--- src/hw/rtl/plid_pkg.sv ---
// Shared types and codes for the positional list block.
package plid_pkg;

	// Request codes carried on the mode field.
	localparam logic [2:0] MODE_INS_FRONT = 3'd0;
	localparam logic [2:0] MODE_INS_BACK  = 3'd1;
	localparam logic [2:0] MODE_DEL_FRONT = 3'd2;
	localparam logic [2:0] MODE_DEL_BACK  = 3'd3;
	localparam logic [2:0] MODE_INS_AT    = 3'd4;
	localparam logic [2:0] MODE_DEL_AT    = 3'd5;
	localparam logic [2:0] MODE_READ_AT   = 3'd6;

	// Result status codes.
	localparam logic [1:0] STAT_OK     = 2'd0;
	localparam logic [1:0] STAT_BADPOS = 2'd1;
	localparam logic [1:0] STAT_FULL   = 2'd2;
	localparam logic [1:0] STAT_EMPTY  = 2'd3;

	typedef enum logic {
		ST_IDLE,
		ST_EXEC
	} state_t;

	// Commands from the controller to the datapath.
	typedef struct packed {
		logic capture;
		logic execute;
	} cmd_t;

endpackage

--- src/hw/rtl/plid_ctrl.sv ---
// Controller state machine for the positional list: sequences capture, execute and output.
module plid_ctrl import plid_pkg::*; (
	input  logic clk,
	input  logic arst_n,
	input  logic in_valid,
	output logic in_ready,
	output logic out_valid,
	input  logic out_ready,
	output cmd_t cmd
);

	state_t state_q;
	state_t state_d;
	logic   out_valid_q;
	logic   out_valid_d;

	always_comb begin
		state_d = state_q;
		case (state_q)
			ST_IDLE: begin
				if (in_valid) state_d = ST_EXEC;
			end
			ST_EXEC: begin
				// Execution waits until the output register is free or being emptied.
				if (!out_valid_q || out_ready) state_d = ST_IDLE;
			end
			default: state_d = ST_IDLE;
		endcase
	end

	always_comb begin
		in_ready    = 1'b0;
		cmd.capture = 1'b0;
		cmd.execute = 1'b0;
		case (state_q)
			ST_IDLE: begin
				in_ready    = 1'b1;
				cmd.capture = in_valid;
			end
			ST_EXEC: begin
				cmd.execute = !out_valid_q || out_ready;
			end
			default: begin
				in_ready = 1'b0;
			end
		endcase
		if (cmd.execute) begin
			out_valid_d = 1'b1;
		end else if (out_ready) begin
			out_valid_d = 1'b0;
		end else begin
			out_valid_d = out_valid_q;
		end
	end

	always_ff @(posedge clk or negedge arst_n) begin
		if (!arst_n) begin
			state_q     <= ST_IDLE;
			out_valid_q <= 1'b0;
		end else begin
			state_q     <= state_d;
			out_valid_q <= out_valid_d;
		end
	end

	assign out_valid = out_valid_q;

endmodule

--- src/hw/rtl/plid_datapath.sv ---
// Datapath for the positional list: entry cells, occupancy count and result registers.
module plid_datapath import plid_pkg::*; #(
	parameter int CAPACITY = 16
) (
	input  logic               clk,
	input  logic               arst_n,
	input  cmd_t               cmd,
	input  logic [2:0]         mode,
	input  logic signed [31:0] value,
	input  logic [4:0]         position,
	output logic [1:0]         status,
	output logic [4:0]         element_count,
	output logic signed [31:0] read_value
);

	localparam int OCC_W = $clog2(CAPACITY + 1);
	localparam int IDX_W = $clog2(CAPACITY);
	localparam int CMP_W = ((OCC_W > 5) ? OCC_W : 5) + 1;
	localparam logic [OCC_W-1:0] CAP_OCC = OCC_W'(CAPACITY);

	logic [2:0]       mode_q;
	logic [31:0]      value_q;
	logic [4:0]       position_q;
	logic [OCC_W-1:0] occ_q;
	logic [31:0]      entries_q [CAPACITY];
	logic [1:0]       status_q;
	logic [4:0]       count_q;
	logic [31:0]      read_q;

	logic [CMP_W-1:0] occ_w;
	logic [CMP_W-1:0] pos_w;
	logic [CMP_W-1:0] pos_m1;
	logic [CMP_W-1:0] idx;
	logic [CMP_W-1:0] occ_next;
	logic             full;
	logic             empty;
	logic             do_ins;
	logic             do_del;
	logic [1:0]       stat_d;
	logic [31:0]      rd_d;

	always_ff @(posedge clk) begin
		if (cmd.capture) begin
			mode_q     <= mode;
			value_q    <= value;
			position_q <= position;
		end
	end

	always_comb begin
		occ_w  = CMP_W'(occ_q);
		pos_w  = CMP_W'(position_q);
		pos_m1 = pos_w - CMP_W'(1);
		full   = (occ_q == CAP_OCC);
		empty  = (occ_q == '0);
		do_ins = 1'b0;
		do_del = 1'b0;
		idx    = '0;
		stat_d = STAT_OK;
		rd_d   = '0;
		case (mode_q)
			MODE_INS_FRONT, MODE_INS_BACK: begin
				if (full) begin
					stat_d = STAT_FULL;
				end else begin
					do_ins = 1'b1;
					idx    = (mode_q == MODE_INS_FRONT) ? '0 : occ_w;
				end
			end
			MODE_DEL_FRONT, MODE_DEL_BACK: begin
				if (empty) begin
					stat_d = STAT_EMPTY;
				end else begin
					do_del = 1'b1;
					idx    = (mode_q == MODE_DEL_FRONT) ? '0 : occ_w - CMP_W'(1);
				end
			end
			MODE_INS_AT: begin
				if (full) begin
					stat_d = STAT_FULL;
				end else if (pos_w == '0 || pos_w > occ_w + CMP_W'(1)) begin
					stat_d = STAT_BADPOS;
				end else begin
					do_ins = 1'b1;
					idx    = pos_m1;
				end
			end
			MODE_DEL_AT: begin
				if (empty) begin
					stat_d = STAT_EMPTY;
				end else if (pos_w == '0 || pos_w > occ_w) begin
					stat_d = STAT_BADPOS;
				end else begin
					do_del = 1'b1;
					idx    = pos_m1;
				end
			end
			MODE_READ_AT: begin
				if (pos_w == '0 || pos_w > occ_w) begin
					stat_d = STAT_BADPOS;
				end else begin
					rd_d = entries_q[pos_m1[IDX_W-1:0]];
				end
			end
			default: begin
				stat_d = STAT_OK;
			end
		endcase
		if (do_ins) begin
			occ_next = occ_w + CMP_W'(1);
		end else if (do_del) begin
			occ_next = occ_w - CMP_W'(1);
		end else begin
			occ_next = occ_w;
		end
	end

	// Every cell decides on its own from a compare of its index with the target slot.
	for (genvar k = 0; k < CAPACITY; k++) begin : g_cell
		localparam logic [CMP_W-1:0] KW = CMP_W'(k);
		always_ff @(posedge clk) begin
			if (cmd.execute) begin
				if (do_ins) begin
					if (KW == idx) begin
						entries_q[k] <= value_q;
					end else if (KW > idx) begin
						if (k > 0) entries_q[k] <= entries_q[(k > 0) ? k - 1 : 0];
					end
				end else if (do_del) begin
					if (KW >= idx && k < CAPACITY - 1) begin
						entries_q[k] <= entries_q[(k < CAPACITY - 1) ? k + 1 : k];
					end
				end
			end
		end
	end

	always_ff @(posedge clk or negedge arst_n) begin
		if (!arst_n) begin
			occ_q <= '0;
		end else if (cmd.execute) begin
			occ_q <= occ_next[OCC_W-1:0];
		end
	end

	always_ff @(posedge clk) begin
		if (cmd.execute) begin
			status_q <= stat_d;
			count_q  <= occ_next[4:0];
			read_q   <= rd_d;
		end
	end

	assign status        = status_q;
	assign element_count = count_q;
	assign read_value    = read_q;

endmodule

--- src/hw/rtl/positional_list_insert_delete.sv ---
// Positional list of signed 32-bit entries: insert, delete and read by position.
// Flow: each input beat is captured, then executed into the output registers.
// A new request is taken only once the previous one has executed; the execute step stalls
// while an earlier result still sits unaccepted in the output register.
// Reset: arst_n clears the occupancy count and the handshake state; entries stay undefined.
module positional_list_insert_delete import plid_pkg::*; #(
	parameter int CAPACITY = 16
) (
	input  logic               clk,
	input  logic               arst_n,
	input  logic               in_valid,
	output logic               in_ready,
	input  logic [2:0]         mode,
	input  logic signed [31:0] value,
	input  logic [4:0]         position,
	output logic               out_valid,
	input  logic               out_ready,
	output logic [1:0]         status,
	output logic [4:0]         element_count,
	output logic signed [31:0] read_value
);

	localparam logic [4:0] CAP_LO = 5'(CAPACITY % 32);

	cmd_t cmd;

	plid_ctrl u_ctrl (
		.clk       (clk),
		.arst_n    (arst_n),
		.in_valid  (in_valid),
		.in_ready  (in_ready),
		.out_valid (out_valid),
		.out_ready (out_ready),
		.cmd       (cmd)
	);

	plid_datapath #(
		.CAPACITY (CAPACITY)
	) u_datapath (
		.clk           (clk),
		.arst_n        (arst_n),
		.cmd           (cmd),
		.mode          (mode),
		.value         (value),
		.position      (position),
		.status        (status),
		.element_count (element_count),
		.read_value    (read_value)
	);

	// A list reported empty holds nothing.
	a_empty_count: assert property (@(posedge clk) disable iff (!arst_n)
		out_valid && status == STAT_EMPTY |-> element_count == 5'd0)
		else $error("empty status with nonzero count");

	// A list reported full holds exactly its capacity.
	a_full_count: assert property (@(posedge clk) disable iff (!arst_n)
		out_valid && status == STAT_FULL |-> element_count == CAP_LO)
		else $error("full status with wrong count");

	// Read data is only nonzero on a successful request.
	a_read_ok: assert property (@(posedge clk) disable iff (!arst_n)
		out_valid && read_value != 0 |-> status == STAT_OK)
		else $error("read value on failed request");

	// An executed request always presents a result in the next cycle.
	a_exec_out: assert property (@(posedge clk) disable iff (!arst_n)
		cmd.execute |=> out_valid)
		else $error("executed request produced no result");

endmodule
--- config.mk ---
export PLATFORM = sky130hd
export DESIGN_NAME = positional_list_insert_delete
export DESIGN_NICKNAME = d
export VERILOG_FILES = /design/src/hw/rtl/plid_pkg.sv /design/src/hw/rtl/plid_ctrl.sv /design/src/hw/rtl/plid_datapath.sv /design/src/hw/rtl/positional_list_insert_delete.sv
export SDC_FILE = /design/constraint.sdc
export NUM_CORES = 1
export LEC_CHECK = 0
export BUFFER_PORTS_ARGS = -buffer_cell sky130_fd_sc_hd__clkbuf_2
export CORE_MARGIN = 4
export CORE_UTILIZATION = 60
export CTS_CLUSTER_SIZE = 14
export DETAILED_ROUTE_END_ITERATION = 6
export PLACE_DENSITY = 0.77
export SLEW_MARGIN = 20
export SYNTH_ARGS = -nofsm -noshare
export SYNTH_HDL_FRONTEND = slang
export SYNTH_SLANG_ARGS = --single-unit
--- constraint.sdc ---
create_clock -name clk -period 10.6 [get_ports clk]
set_input_delay 1.06 -clock clk [delete_from_list [all_inputs] [get_ports clk]]
set_output_delay 1.06 -clock clk [all_outputs]
set_load 0.02 [all_outputs]
After elaboration in Yosys (flattened, before gate mapping):

Memories as Yosys holds them, arrays and structs flattened. A register that Yosys moved wholly into a read port is not among the register bits.
Index checks and enable logic that the tools add are counted.

* add/sub/neg operators: 3
* magnitude comparators: 32
* eq/ne operators: 22
* multiplexer cells: 278
* bitwise gates (word level): 32
* reduce and logical (&&, ||, !) cells: 12

Operators by type and width (number)
* 2-to-1 mux 32 bit: 30
* 2-to-1 mux 1 bit: 229
* equality test 4 x 6 -> 1 bit, first input constant: 8
* > comparator 4 x 6 -> 1 bit, first input constant: 8
* greater-or-equal comparator 4 x 6 -> 1 bit, first input constant: 7
* 2-to-1 mux 6 bit: 7
* OR 1 bit: 30
* equality test 3 x 6 -> 1 bit, first input constant: 4
* greater-or-equal comparator 3 x 6 -> 1 bit, first input constant: 4
* > comparator 3 x 6 -> 1 bit, first input constant: 4
* case mux 6 bit (4 select lines): 1
* 2-to-1 mux 5 bit: 3
* equality test 2 x 6 -> 1 bit, first input constant: 2
* greater-or-equal comparator 1 x 6 -> 1 bit, first input constant: 2
* greater-or-equal comparator 2 x 6 -> 1 bit, first input constant: 2
* > comparator 2 x 6 -> 1 bit, first input constant: 2
* subtractor 5 x 1 -> 6 bit, second input constant: 2
* zero test 5 bit: 2
* case mux 2 bit (5 select lines): 1
* equality test 3 bit, second input constant: 3
* 2-to-1 mux 2 bit: 4
* adder 5 x 1 -> 6 bit, second input constant: 1
* equality test 1 x 6 -> 1 bit, first input constant: 1
* equality test 3 x 2 -> 1 bit, second input constant: 2
* other kinds (13): 20

* bits in registers: 54
* bits in writable memories: 512
* input port bits: 44
* word-level logic and storage cells: 388
* memories: 1

Memory list
* u_datapath.entries_q: depth 16, width 32, rd ports 17, clocked after Yosys merged registers in 1, write ports 16, line plid_datapath.sv:25 `logic [31:0] entries_q [CAPACITY];`

Longest topological paths before layout:

Gate-level depths: netlist of run 1.

* word-level depth: 14
* mapped depth: 18
* gate-level depth less buffers: 13

By module:

From an unflattened synthesis of run 1, not the netlist that was laid out.

* cell total of the unflattened synthesis: 2737
* area total of the unflattened synthesis: 33534.7 um2

Modules (own cells, without submodules)
* plid_datapath: times used 1, cells an instance 2728, area an instance 33433.3 um2, seq. area each 17872.1 um2
* plid_ctrl: times used 1, cells an instance 9, area an instance 101.3 um2, seq. area each 50.0 um2

Worst setup path after synthesis of run 1:

No wires, ideal clock.

* path type: reg-to-reg
* from: reg u_datapath.occ_q[0]
* to: mem u_datapath.entries_q[6][0], enable pin
* arrival: 4.560 ns
* slack: 5.604 ns
* cell stages (with the launch flop): 15
* buffers on the path: 3
* path through: dfrtp_1 > ha_1 > nand3_1 > xnor2_1 > ha_1 > nand3_1 > o21bai_1 > a31oi_1 > buf_2 > nor2_1 > o21ai_1 > nand2_1 > clkbuf_1 > clkbuf_1 > a22oi_1

RTL lines
* start: declaration: line plid_datapath.sv:24 `logic [OCC_W-1:0] occ_q;`
* start signal: assignment: line plid_datapath.sv:142 `occ_q <= occ_next[OCC_W-1:0];`
* end: declaration: line plid_datapath.sv:25

==> impl_metrics.py, run 1 <==
metrics = {
    "outcome": {
        "status": "finished, violations left",
        "violations": "DRC",
    },
    "synthesis": {
        "avgSynthCellArea_um2": 11.9,
        "synth.top_cell.area_share_pct": 52.1,
        "synth_commonest_cells": "edfxtp_1 (591), o21ai_0 (232), nand2_1 (220)",
        "synth_cells": 2851,
        "yosys_warnings": 0,
        "seq_area_frac_synth_pct": 52.6,
        "synth_top_cell_by_area": "edfxtp_1",
        "synth-edff-count": 591,
        "synth_most_common_cell": "edfxtp_1",
        "synth_top_flop_cell": "edfxtp_1",
        "syn_area_um2": 34100,
        "ys_ff_latch": 598,
        "syn_nets": 2908,
        "synthArstFlopShare_pct": 1.17,
        "synth_area_leaders": "edfxtp_1 (52%), mux4_2 (11%), mux2i_1 (5.6%), o21ai_0 (3.4%), a21oi_1 (3.1%)",
        "yosysUniqueCellTypes": 68,
    },
    "grt": {
        "grt_max_degree": 119,
        "grt_util_met2_pct": 55.5,
        "grt_overflow": 0,
        "track_usage_pct": 35.9,
        "grt.busiest_layer": "met2",
        "grtUsageMet3_pct": 9.28,
        "antenna_found_initial": 0,
        "grt_use_met1_pct": 47.7,
        "grt_pass1_vias": 26700,
        "grt_pass1_wl_mm": 165,
    },
    "timing": {
        "finalHoldViolations": 0,
        "setup_viol": 0,
        "timing.final.crit_share_pct": 54.8,
        "fin_skew_ps": 27.8,
        "final.setup.tns_ps": 0,
        "worstMarginPinSlew_ps": 1270,
        "min_period_ps": 5810,
        "max-slew-margin-rel_pct": 15.4,
        "clock.fmax_mhz": 172,
        "rsz0062_at_grt": "no",
        "report.final.slew_viol_count": 0,
    },
    "power": {
        "peakVddDrop_uv": 197,
        "p_leak_nw": 12.5,
        "power_density_nw_per_um2": 291,
        "p_total_mw": 10.8,
    },
    "floorplan": {
        "core_area_um2": 56300,
        "die-area_um2": 60600,
        "rows": 87,
        "dieWidth_um": 246,
        "start_util_pct": 60.5,
        "io_pins": 85,
        "fp.dieH_um": 246,
    },
    "final_layout": {
        "multiInputGateArea_um2": 15300,
        "seq_area_um2": 17900,
        "area_growth_pct": 9.28,
        "nets": 2848,
        "insertedDiodeCount": 0,
        "final_area_um2": 37200,
        "postLayoutCoreUtil_pct": 66.1,
        "fillers": 4085,
        "instances_no_fill": 3596,
        "drive_gt1_share_pct": 20.3,
    },
    "drt": {
        "drtIter0Drc": 4121,
        "wl_per_cell_um": 30.6,
        "drt-total-wl_mm": 110,
        "firstDrtPassIters": 7,
        "vias": 27000,
        "drc_errors": 1,
        "routed_via_density": 7.50,
        "antenna_left": 0,
    },
    "critical_path": {
        "required_ps": 11040,
        "endpoint_kind": "flip-flop",
        "worst-path-max-fanout": 18,
        "criticalPathCategory": "flip-flop to flip-flop",
        "cp-start-kind": "flip-flop",
        "arrival_ps": 6250,
    },
    "placement": {
        "port_buffers": 84,
        "dp_hpwl_mm": 62.9,
        "gp_congestion": 0.876,
        "placedCellCount": 3478,
        "placed_cell_area_um2": 35100,
    },
    "clock_network": {
        "postCtsSetupBuffers": 0,
        "hold_buffers": 0,
        "cts-resized-gates": 0,
        "cts.clk_slew.worst_paths_ps": 60,
        "numCtsBuffers": 67,
        "htreeDepth": 3,
        "cts_tree": "built",
        "clock_sinks": 598,
        "cts-root-buf": "clkbuf_16",
        "clock_tree.buffer_depth": 3,
        "clk_latency_ps": 620,
    },
    "flow_run": {
        "cap_violations": 0,
    },
    "hold_path": {
        "worst_hold_path_type": "input port to asynchronous set/reset pin",
    },
}
==> placed cells by master, fill, tap and decap left out, drive strengths merged, types with 3 or more instances in the layout <==
master	count
o31ai	5
a2bb2oi	66
or3	4
dfrtp	7
nor4	4
nand2b	39
a21oi	211
mux2	65
a22oi	6
clkbuf	166
or2	4
edfxtp	591
o21ai	239
buf	72
ha	13
bufinv	3
mux2i	192
nor2	189
a31oi	131
xnor2	11
o211ai	35
mux4	160
a221o	33
o22ai	5
inv	19
a211oi	8
o31a	4
and3	34
nand2	221
clkinv	27
nor2b	36
nor3	77
nand3	140
==> sequential cells by signal, summed over array words and instances (netlist names) <==
name / count
u_datapath.status: 2
u_datapath.read_value: 32
u_datapath.position_q: 5
u_datapath.entries_q: 512
u_datapath.mode_q: 3
u_datapath.element_count: 5
u_ctrl.state_q: 1
u_ctrl.out_valid: 1
u_datapath.value_q: 32
u_datapath.occ_q: 5
==> metal layers <==
layer	up-vias	wire, um
met5	-	0
met1	13200	38700
li1	11000	-
met3	418	15300
met2	2368	50400
met4	0	5540
==> path summary, 6_finish.rpt <==
kind	start	to	slack (ps)	cells after the start
worst max register to register	u_datapath.position_q[0]$_DFFE_PP_	u_datapath.entries_q[10][14]$_DFFE_PP_	4790	11
worst min register to register	u_ctrl.out_valid$_DFFE_PN0P_	u_ctrl.out_valid$_DFFE_PN0P_	560	2
min in group clk	u_ctrl.out_valid$_DFFE_PN0P_	u_ctrl.out_valid$_DFFE_PN0P_	560	2
worst max-delay path	u_datapath.position_q[0]$_DFFE_PP_	u_datapath.entries_q[10][14]$_DFFE_PP_	4790	11
max in group asynchronous	arst_n	u_datapath.occ_q[4]$_DFFE_PN0P_	10150	1
worst min-delay path	arst_n	u_ctrl.state_q$_DFF_PN0_	290	1
==> report_power, final <==
part | internal [mW] | switching (mW) | total (mW)
clock network | 1.27 | 0.995 | 2.26
registers | 3.77 | 0.633 | 4.40
logic | 1.55 | 2.62 | 4.17
==> critical path, cell delays in order, from the launching register on <==
cell and delay, ps:
edfxtp_1 780, inv_1 340, ha_4 200, or3b_1 380
nor2_2 240, or2_0 620, o31a_1 240, nand3_1 530
nor2_4 710, nand2b_1 850, buf_4 520, a31oi_1 200
==> kinds of logic (layout without fill, tap and decap cells) <==
group	Yosys count	after routing	share of synthesized area, %
AND/OR/NAND/NOR	760	760	10.5
AO/OA/AOI/OAI	753	753	14.1
flip-flops	598	598	52.6
multiplexers	417	417	18.4
buffers and inverters	299	288	3.71
adder cells (fa/ha/maj)	13	13	0.478
XOR/XNOR	11	11	0.283
==> through the flow <==
| stage | setup slack (ps) | hold WS [ps] |
|---|---|---|
| after floorplan | 5600 | 506 |
| after global placement | 4740 | 561 |
| after detailed placement | 4540 | 572 |
| after CTS | 4470 | 280 |
| after global routing | 4550 | 298 |
| final | 4790 | 290 |
==> cell type report <==
type / instances / share of cell area (%)
sequential: 598 / 48.2
multi-input combinational: 1954 / 41.0
clock buffer: 82 / 4.77
timing repair buffer: 156 / 2.62
tap: 756 / 2.54
clock inverter: 36 / 0.723
inverter: 14 / 0.148
Power figures use the tool's default switching activity.
==> run 2, diff against run 1 <==
--- a/config.mk
+++ b/config.mk
@@ -7,7 +7,7 @@
 export LEC_CHECK = 0
 export BUFFER_PORTS_ARGS = -buffer_cell sky130_fd_sc_hd__clkbuf_2
 export CORE_MARGIN = 4
-export CORE_UTILIZATION = 60
+export CORE_UTILIZATION = 57
 export CTS_CLUSTER_SIZE = 14
 export DETAILED_ROUTE_END_ITERATION = 6
 export PLACE_DENSITY = 0.77
==> constraint.sdc (replaced) <==
create_clock -name clk -period 4.91 [get_ports clk]
set_input_delay 0.491 -clock clk [delete_from_list [all_inputs] [get_ports clk]]
set_output_delay 0.491 -clock clk [all_outputs]
set_load 0.02 [all_outputs]
==> run 2 against run 1 <==
Net effect: the run now ends clean; critical endpoint is now u_datapath.entries_q[14][16]$_DFFE_PP_; highest routed layer unchanged; largest power group unchanged; combinational power rose by 130%; power is 120% higher; hold slack lost 250 ps; die area is 5.1% higher; via count increased by 1.4%; clock power rose by 130%; utilization shrank 1.9 points; cell count grew 1.7%.
==> impl_metrics.py, run 2 (synthesis results as in run 1) <==
metrics = {
    "outcome": {
        "status": "finished clean",
    },
    "floorplan": {
        "io_pins": 85,
        "die-area_um2": 63700,
        "rows": 89,
        "dieWidth_um": 252,
        "start_util_pct": 57.6,
        "core_area_um2": 59100,
        "fp.dieH_um": 252,
    },
    "final_layout": {
        "area_growth_pct": 11.6,
        "largest_register": "u_datapath.entries_q",
        "fillers": 4374,
        "drive_gt1_share_pct": 21.5,
        "final_common_cell": "edfxtp_1",
        "nets": 2892,
        "mostFrequentLayoutCells": "edfxtp_1 (591), o21ai_0 (231), nand2_1 (211)",
        "multiInputGateArea_um2": 15200,
        "insertedDiodeCount": 0,
        "instances_no_fill": 3656,
        "largest_reg_flops": 512,
        "seq_area_um2": 17900,
    },
    "power": {
        "peakVddDrop_uv": 416,
        "switching_power_mw": 9.27,
        "pwr-share-seq_pct": 39.3,
        "power_density_nw_per_um2": 633,
        "netSwitchingFraction_pct": 38.5,
        "p_int_mw": 14.8,
        "comb_power_share_pct": 39.2,
        "p_leak_nw": 12.9,
        "p_total_mw": 24.1,
        "power_frac_clock_pct": 21.5,
    },
    "drt": {
        "drt-total-wl_mm": 112,
        "firstDrtPassIters": 7,
        "drc_errors": 0,
        "vias": 27300,
        "antenna_left": 0,
        "routed_via_density": 7.48,
        "drtIter0Drc": 4578,
        "wl_per_cell_um": 30.5,
    },
    "timing": {
        "fin_ws_ps": 336,
        "fin_skew_ps": 33.5,
        "report.final.slew_viol_count": 0,
        "worstMarginPinSlew_ps": 928,
        "holdWs_ps": 39.9,
        "finalHoldViolations": 0,
        "timing.final.crit_share_pct": 93.2,
        "final.setup.tns_ps": 0,
        "rsz0062_at_grt": "no",
        "max-slew-margin-rel_pct": 38.0,
        "setup_viol": 0,
        "clock.fmax_mhz": 219,
        "min_period_ps": 4570,
    },
    "grt": {
        "antenna_found_initial": 1,
        "grt_pass1_wl_mm": 168,
        "track_usage_pct": 34.5,
        "grt_pass1_vias": 27400,
        "grt_overflow": 0,
        "grt_max_degree": 97,
    },
    "placement": {
        "dp_hpwl_mm": 66.6,
        "gp_congestion": 0.929,
        "port_buffers": 84,
        "post-place-ws_ps": 186,
        "placedCellCount": 3538,
    },
    "critical_path": {
        "required_ps": 5230,
        "criticalPathCategory": "flip-flop to flip-flop",
        "worst-path-max-fanout": 20,
        "arrival_ps": 4890,
        "cp-start-kind": "flip-flop",
        "endpoint_kind": "flip-flop",
    },
    "clock_network": {
        "clock_tree.buffer_depth": 3,
        "clk_latency_ps": 630,
        "cts-root-buf": "clkbuf_16",
        "htreeDepth": 3,
        "cts.clk_slew.worst_paths_ps": 60,
        "cts_tree": "built",
        "clock_sinks": 598,
        "numCtsBuffers": 67,
    },
    "hold_path": {
        "worst_hold_path_type": "input port to flip-flop",
    },
    "flow_run": {
        "cap_violations": 0,
    },
}
==> run 2: layer usage <==
metal | vias up | GRT usage, % | share of wire (%) | wire [um]
met5 | - | 0 | 0 | 0
met4 | 0 | 17.3 | 5.8 | 6500
met3 | 492 | 9.51 | 13 | 15000
met2 | 2468 | 53.8 | 46 | 50900
met1 | 13300 | 45.0 | 35 | 39200
li1 | 11100 | - | - | -
==> run 2: cell type report <==
cell class,instances,share of cell area [%]
clock buffer,87,4.89
clock inverter,30,0.925
inverter,14,0.145
multi-input combinational,1954,40.1
sequential,598,47.2
tap,773,2.55
timing repair buffer,200,4.22
==> run 2: worst paths after layout <==
| path | start | endpoint | slack (ps) | cells after the start |
|---|---|---|---|---|
| max | u_datapath.occ_q[0]$_DFFE_PN0P_ | u_datapath.entries_q[14][16]$_DFFE_PP_ | 340 | 12 |
| min | value[28] | u_datapath.value_q[28]$_DFFE_PP_ | 40 | 1 |
| max reg2reg | u_datapath.occ_q[0]$_DFFE_PN0P_ | u_datapath.entries_q[14][16]$_DFFE_PP_ | 340 | 12 |
| min reg2reg | u_ctrl.out_valid$_DFFE_PN0P_ | u_ctrl.out_valid$_DFFE_PN0P_ | 540 | 2 |
| max in group asynchronous | arst_n | u_datapath.occ_q[1]$_DFFE_PN0P_ | 4440 | 2 |
| min in group asynchronous | arst_n | u_datapath.occ_q[0]$_DFFE_PN0P_ | 290 | 2 |
==> run 2: power groups by stage <==
stage | registers [mW] | clock network [mW] | logic, mW
5_1_grt | 9.58 | 5.39 | 9.86
3_3_place_gp | 9.34 | 0 | 8.88
4_1_cts | 9.37 | 5.20 | 9.22
6_report | 9.45 | 5.17 | 9.43
3_5_place_dp | 9.44 | 0 | 9.18
2_1_floorplan | 9.08 | 0 | 5.97
==> run 2: per-stage QoR <==
stage / utilization (%) / cell area [um^2]
6_report: 64.3 / 38000
3_5_place_dp: 60.5 / 35800
2_1_floorplan: - / 34100
5_1_grt: 64.3 / 38000
3_3_place_gp: 60.4 / 35700
4_1_cts: 64.2 / 38000
==> run 2: repair_timing <==
action	in CTS	in global routing
hold buffers	1	0
hold endpoints to repair	7	0
setup endpoints to repair	0	90
gates resized for setup	0	2
buffers inserted	0	0
==> run 2: worst max-delay path: stages, from the launching register on <==
cell and delay, ps:
dfrtp_1 520, inv_1 200, ha_1 330, nor4bb_4 210, or3_1 330, or2_0 460, o31ai_2 570, a2bb2oi_4 540
nand2_1 190, nand2_2 130, buf_4 400, nand2_2 100, buf_4 280
